`config.mk`:
```
export PLATFORM = sky130hd
export DESIGN_NAME = ckph_ctrl
export DESIGN_NICKNAME = d
export VERILOG_FILES = /design/src/rtl/ckph_pkg.sv /design/src/rtl/ckph_ctrl.sv
export SDC_FILE = /design/constraint.sdc
export NUM_CORES = 1
export LEC_CHECK = 0
export CELL_PAD_IN_SITES_DETAIL_PLACEMENT = 0
export CELL_PAD_IN_SITES_GLOBAL_PLACEMENT = 1
export CORE_AREA = 2 2 39 41
export CTS_CLUSTER_DIAMETER = 50
export DETAILED_ROUTE_END_ITERATION = 6
export DIE_AREA = 0 0 41 43
export DONT_BUFFER_PORTS = 1
export PLACE_DENSITY = 0.44
export SYNTH_ARGS = -nofsm -noshare
export SYNTH_HDL_FRONTEND = slang
export SYNTH_SLANG_ARGS = --single-unit
```
`constraint.sdc`:
```
create_clock -name clk -period 1.5 [get_ports clk]
set_input_delay 0.225 -clock clk [delete_from_list [all_inputs] [get_ports clk]]
set_output_delay 0.225 -clock clk [all_outputs]
set_load 0.01 [all_outputs]
```
`src/rtl/ckph_pkg.sv`:
```
// Shared types, constants and the hash function of the coordinate-keyed hash map.
package ckph_pkg;

	// Default table size and load limit (an insert may not push the count past SLOTS / 2).
	localparam int DEF_TABLE_SLOTS = 1024;
	localparam int LOAD_DIVISOR    = 2;

	// Fixed field widths.
	localparam int COORD_W = 16;
	localparam int VALUE_W = 32;
	localparam int COUNT_W = 11;
	localparam int KEY_W   = 3 * COORD_W;
	localparam int HASH_W  = 16;

	// Operation codes.
	localparam logic OP_GET = 1'b0;
	localparam logic OP_SET = 1'b1;

	// Controller states.
	typedef enum logic [2:0] {
		ST_CLEAR,
		ST_IDLE,
		ST_HASH1,
		ST_HASH2,
		ST_HASH3,
		ST_PROBE
	} state_t;

	// Commands from the controller to the datapath.
	typedef struct packed {
		logic clr_step;
		logic load;
		logic start;
		logic step;
		logic finish;
	} ctl_cmd_t;

	// Status from the datapath to the controller.
	typedef struct packed {
		logic clr_last;
		logic neg_get;
		logic stop;
	} ctl_sts_t;

	// XOR-fold of the three raw coordinate patterns: x ^ rotl(y, 5) ^ rotl(z, 10).
	function automatic logic [HASH_W-1:0] fold_hash(
		input logic [COORD_W-1:0] x,
		input logic [COORD_W-1:0] y,
		input logic [COORD_W-1:0] z
	);
		return x ^ {y[10:0], y[15:11]} ^ {z[5:0], z[15:6]};
	endfunction

endpackage

```
`src/rtl/ckph_ctrl.sv`:
```
// Controller state machine: clearing pass, hash sequencing, probe loop and output handshake.
module ckph_ctrl (
	input  logic               clk,
	input  logic               arst_n,
	input  logic               in_valid,
	output logic               in_ready,
	output logic               out_valid,
	input  logic               out_ready,
	input  ckph_pkg::ctl_sts_t sts,
	output ckph_pkg::ctl_cmd_t cmd
);

	ckph_pkg::state_t state_q;
	ckph_pkg::state_t state_d;
	logic             out_valid_q;
	logic             out_free;

	// The output register can take a new result when empty or being drained.
	assign out_free  = !out_valid_q || out_ready;
	assign out_valid = out_valid_q;

	// Next state.
	always_comb begin
		state_d = state_q;
		case (state_q)
			ckph_pkg::ST_CLEAR: begin
				if (sts.clr_last) state_d = ckph_pkg::ST_IDLE;
			end
			ckph_pkg::ST_IDLE: begin
				if (in_valid) state_d = ckph_pkg::ST_HASH1;
			end
			ckph_pkg::ST_HASH1: begin
				state_d = ckph_pkg::ST_HASH2;
			end
			ckph_pkg::ST_HASH2: begin
				state_d = ckph_pkg::ST_HASH3;
			end
			ckph_pkg::ST_HASH3: begin
				if (!sts.neg_get) state_d = ckph_pkg::ST_PROBE;
				else if (out_free) state_d = ckph_pkg::ST_IDLE;
			end
			ckph_pkg::ST_PROBE: begin
				if (sts.stop && out_free) state_d = ckph_pkg::ST_IDLE;
			end
			default: begin
				state_d = ckph_pkg::ST_CLEAR;
			end
		endcase
	end

	// Commands for the datapath.
	always_comb begin
		cmd = '0;
		in_ready = 1'b0;
		case (state_q)
			ckph_pkg::ST_CLEAR: begin
				cmd.clr_step = 1'b1;
			end
			ckph_pkg::ST_IDLE: begin
				in_ready = 1'b1;
				cmd.load = in_valid;
			end
			ckph_pkg::ST_HASH3: begin
				cmd.start  = !sts.neg_get;
				cmd.finish = sts.neg_get && out_free;
			end
			ckph_pkg::ST_PROBE: begin
				cmd.step   = !sts.stop;
				cmd.finish = sts.stop && out_free;
			end
			default: begin
				cmd = '0;
			end
		endcase
	end

	// State and output valid registers.
	always_ff @(posedge clk or negedge arst_n) begin
		if (!arst_n) begin
			state_q     <= ckph_pkg::ST_CLEAR;
			out_valid_q <= 1'b0;
		end else begin
			state_q <= state_d;
			if (cmd.finish) begin
				out_valid_q <= 1'b1;
			end else if (out_ready) begin
				out_valid_q <= 1'b0;
			end
		end
	end

endmodule

```
==> results.toml, run 1 <==
[worst_hold_path]
hp-start = "in_valid"
holdCritPathClass = "input pin to flop"

[setup_path]
worstSetupStartpointType = "flop"
cp-end-kind = "output pin"
required_ns = 1.27
cp-startpoint = "state_q[1]"
r2r-start = "state_q[1]"
path_class = "flop to output pin"
cp_max_fo = 9
cp_data_arrival_time_ns = 1.19

[final_layout]
layout.area.seq_um2 = 103
area_growth_pct = 26.1
fill_cells = 161
fin_util_pct = 24.1
final_cells = 49
drive_gt1_share_pct = 33.3
multi_input_area_um2 = 170
diodes = 0
layout_common_cells = "4 x nand2b_1, 3 x clkbuf_4"
layout_commonest_cell = "nand2b_1"
fin_nets = 42

[global_routing]
track_usage_pct = 9.26
grt_pass1_vias = 216
grt_pass1_wl_um = 993
antenna_found_initial = 0
grt_max_degree = 12
grt_overflow_total = 0

[drt]
drc = 0
wl_per_cell_um = 12.7
drt-pass1-iter-count = 2
vias = 224
drt.antenna.violating_nets = 0
drt_iter0_markers = 1
wl_um = 620
vias_per_cell = 4.57

[sta]
slew_headroom_pct = 75.5
fmax_ghz = 0.706
skew_ns = 0.00295
rsz0062_at_grt = "false"
hold_ws_ns = 0.147
tightest_slew_ns = 0.364
finalHoldViolCount = 0
period_minus_slack_ns = 1.42
setup_viol = 0
min_period_over_period_pct = 94.4
slew_violations = 0
tns_ns = 0

[power]
powerDensity_nw_per_um2 = 2270
peakVddDrop_v = 0.000732
leakagePower_nw = 0.132

[logic_synthesis]
synth_top_family_by_area = "simple AND/OR/NAND/NOR gates"
syn-num-nets = 37
synth_xor_area_share_pct = 0
syn_area_per_cell_um2 = 8.80
synth_mux_area_share_pct = 4.27
yosysSeqAreaShare_pct = 37.9
synthSimpleGateAreaFrac_pct = 37.0
synthCells = 30
synth_compound_area_share_pct = 17.1
syn_area_um2 = 264
ys_seq_elements = 4
yosys_warnings = 0
synth-adder-area-share_pct = 0
post_synth_num_cell_types = 19

[cts]
cts_setup_buffers = 0
cts_buffer_depth = 2
htree_num_levels = 1
cts_tree = "yes"
cts_root_buf = "clkbuf_4"
worstSkewPairLatency_ns = 0.24
clk_pin_slew_ns = 0.04
cts.sinks = 4
cts-buffers-inserted = 3

[floorplanning]
pin_count = 14
start_util_pct = 19.1
die-area_um2 = 1760
die_w_um = 41
die_y_um = 43
num_rows = 14
core_area_um2 = 1380

[placed_design]
dp.cells = 45
place.gp.congestion = 0.652
portBuffers = 0
dp_hpwl_um = 463

[run_status]
run_status = "completed"

[job]
cap_viol_max_count = 0
==> worst max-delay path, cell delays in order, from the launching register on <==
cell and delay [ns]:
dfrtp_1 0.46, nand2b_1 0.24, nor3b_2 0.26
==> per-layer routing <==
| layer | part of all wire (%) | global-route usage (%) | wire (um) | vias to the layer above |
|---|---|---|---|---|
| met2 | 51 | 10.9 | 314 | 9 |
| met1 | 42 | 10.7 | 262 | 100 |
| met4 | 0 | 10.0 | 0 | 0 |
| met5 | 0 | 0 | 0 | - |
| met3 | 6.9 | 4.71 | 43 | 0 |
| li1 | - | - | - | 115 |
==> cells in the mapped netlist <==
cell type / count / area (um^2)
dfrtp_1: 4 / 100
nand2b_1: 4 / 25.0
nor3_1: 3 / 15.0
buf_2: 2 / 10.0
nand2_1: 2 / 7.51
nor2b_1: 2 / 12.5
a21oi_1: 1 / 5.00
a22o_1: 1 / 8.76
a31oi_1: 1 / 6.26
and2_1: 1 / 6.26
mux2_2: 1 / 11.3
nand3b_1: 1 / 7.51
nor2_1: 1 / 3.75
nor3b_1: 1 / 7.51
nor3b_2: 1 / 12.5
o21ai_0: 1 / 5.00
o21ai_1: 1 / 5.00
o22a_1: 1 / 8.76
o22ai_1: 1 / 6.26
==> sequential cells by signal (all words and copies together), names as in the netlist <==
| signal | flops |
|---|---|
| state_q | 3 |
| out_valid | 1 |
==> area by class of cell <==
type / instances / area share (%)
multi-input cells: 24 / 51.1
flip-flops and latches: 4 / 30.8
clock buffers: 3 / 6.77
repair buffers: 2 / 5.26
well taps: 16 / 6.02
==> metrics by stage <==
stage | total power, mW | setup slack, ns | area, um^2
after floorplan | 0.521 | 0.322 | 264
after global placement | 0.583 | 0.254 | 282
after detailed placement | 0.589 | 0.243 | 282
after CTS | 0.752 | 0.0256 | 322
after global routing | 0.826 | 0.0127 | 333
final | 0.756 | 0.0836 | 333
==> report_power, final <==
group	switching (mW)	total, mW	internal [mW]
Sequential	0.120	0.287	0.167
Combinational	0.147	0.328	0.182
Clock	0.0504	0.140	0.0899
==> worst paths after layout <==
check	cells after the start	slack (ns)	end
worst max-delay path	2	0.08	cmd[1]
worst min-delay path	2	0.15	state_q[1]
worst max register to register	3	0.37	state_q[2]
worst min register to register	1	0.54	state_q[1]
max in group asynchronous	1	1.06	state_q[0]
min in group asynchronous	1	0.26	out_valid
==> cell families after synthesis <==
group / count (synthesis)
muxes: 1
DFF: 4
and+or+nand+nor: 16
buffers and inverters: 2
AOI/OAI and AO/OA: 7
==> timing repair <==
item                                    in CTS  in global routing
hold buffers                                 1                  0
resized for setup                            3                  3
endpoints found under the hold margin        4                  0
endpoints found under the setup margin       2                  2
(Power assumes the default switching activity.)
==> inputs of run 2 (changes only) <==
- CORE_AREA: 2 2 39 41 -> 4 4 41 43
- DIE_AREA: 0 0 41 43 -> 0 0 45 47
==> run 2 against run 1 <==
Compared with the run above:
- count of clock-buffer cells in the layout is the same
- global-route usage shrank 2.4 points
- critical endpoint is now cmd[0]
- first-iteration DRC count is the same
- sequential power is essentially flat
- highest routed layer unchanged
==> results.toml, run 2 (synthesis results as in run 1) <==
[power]
pwr-share-clk_pct = 17.5
intPower_mw = 0.433
switching_share_pct = 41.4
comb_power_share_pct = 43.7
powerDensity_nw_per_um2 = 2260
p_sw_mw = 0.306
leakagePower_nw = 0.128
power.total_mw = 0.740
peakVddDrop_v = 0.000524
seqPwrFrac_pct = 38.8

[floorplanning]
core_area_um2 = 1300
die_y_um = 47
die_w_um = 45
die-area_um2 = 2120
pin_count = 14
num_rows = 13
start_util_pct = 20.3

[sta]
finalHoldViolCount = 0
layout_setup_ws_ns = 0.0786
hold_ws_ns = 0.153
fmax_ghz = 0.704
rsz0062_at_grt = "true"
min_period_over_period_pct = 94.8
tightest_slew_ns = 0.379
slew_violations = 0
setup_viol = 0
skew_ns = 0.000848
period_minus_slack_ns = 1.42
slew_headroom_pct = 74.6

[worst_hold_path]
whs_path_depth = 2
hold-path-endpoint = "state_q[1]"
holdCritPathClass = "input pin to flop"
hp-start = "in_valid"

[final_layout]
area_growth_pct = 24.2
layout_commonest_cell = "nand2b_1"
fin_nets = 42
fill_cells = 164
regMostFlops = "state_q"
largest_register_ff_count = 3
fin_util_pct = 25.2
diodes = 0
drive_gt1_share_pct = 33.3
layout_common_cells = "4 x nand2b_1, 3 x clkbuf_4"

[placed_design]
dp_slack_ns = 0.237
portBuffers = 0
place.gp.congestion = 0.641
dp_hpwl_um = 472

[setup_path]
r2r-start = "state_q[1]"
cp-end-kind = "output pin"
ff2ff_path_depth = 3
worstSetupStartpointType = "flop"
path_class = "flop to output pin"
cp_data_arrival_time_ns = 1.20
r2r_slack_ns = 0.36
required_ns = 1.27
cp_max_fo = 11
r2r_end = "state_q[2]"

[drt]
drt-pass1-iter-count = 3
drt.antenna.violating_nets = 0
vias = 229
wl_per_cell_um = 12.8
vias_per_cell = 4.77
drt_iter0_markers = 1
wl_um = 613
drc = 0

[global_routing]
grt_max_degree = 12
antenna_found_initial = 0
track_usage_pct = 6.90
grt_pass1_wl_um = 986
grt_pass1_vias = 229
grt_overflow_total = 0

[cts]
cts_root_buf = "clkbuf_4"
cts_tree = "yes"
clk_pin_slew_ns = 0.04
cts_buffer_depth = 2
cts-buffers-inserted = 3
worstSkewPairLatency_ns = 0.23
cts.sinks = 4
htree_num_levels = 1

[run_status]
run_status = "completed"

[job]
cap_viol_max_count = 0
run 2: cell counts in the layout (fill, tap and decap cells not counted):
Identical to the previous run, type by type.
run 2: routing by layer:
| layer | global-route usage [%] | part of all wire (%) | vias to the layer above |
|---|---|---|---|
| li1 | - | - | 113 |
| met1 | 8.28 | 42 | 107 |
| met5 | 0 | 0 | - |
| met4 | 7.02 | 0 | 0 |
| met3 | 3.07 | 6.2 | 0 |
| met2 | 8.76 | 52 | 9 |
run 2: layout make-up:
type	instances	area, um^2	share of cell area (%)
Timing Repair Buffer	2	17.5	5.34
Multi-Input combinational cell	24	166	50.8
Tap cell	15	18.8	5.73
Clock buffer	3	22.5	6.87
Sequential cell	4	103	31.3
run 2: power groups by stage:
stage / combinational, mW / clock (mW) / sequential, mW
2_1_floorplan: 0.315 / 0 / 0.206
3_3_place_gp: 0.312 / 0 / 0.279
3_5_place_dp: 0.311 / 0 / 0.279
4_1_cts: 0.317 / 0.135 / 0.284
5_1_grt: 0.358 / 0.150 / 0.308
6_report: 0.323 / 0.130 / 0.287
run 2: worst max-delay path by stage:
stage / slack, ns / from / end
2_1_floorplan: 0.32 / state_q[0] / cmd[3]
3_3_place_gp: 0.23 / state_q[1] / cmd[1]
3_5_place_dp: 0.24 / state_q[0] / cmd[0]
4_1_cts: 0.002 / state_q[1] / cmd[1]
5_1_grt: -0.03 / state_q[1] / cmd[1]
6_report: 0.08 / state_q[0] / cmd[0]
run 2: per-stage QoR:
stage | TNS, ns | area [um^2] | cells
2_1_floorplan | 0 | 264 | 30
3_3_place_gp | 0 | 280 | 44
3_5_place_dp | 0 | 280 | 44
4_1_cts | 0 | 315 | 48
5_1_grt | -0.0295 | 328 | 48
6_report | 0 | 328 | 48
run 2: what timing repair did:
action | 4_1_cts | 5_1_grt
buffers inserted | 0 | 0
endpoints found under the hold margin | 4 | 0
pin swaps | 0 | 0
hold buffers | 1 | 0
endpoints found under the setup margin | 2 | 3
resized for setup | 2 | 3
run 2: critical path: stages (launching register included):
cell	delay, ns
dfrtp_2	0.47
mux2_2	0.25
nand2_1	0.06
nor2_1	0.19
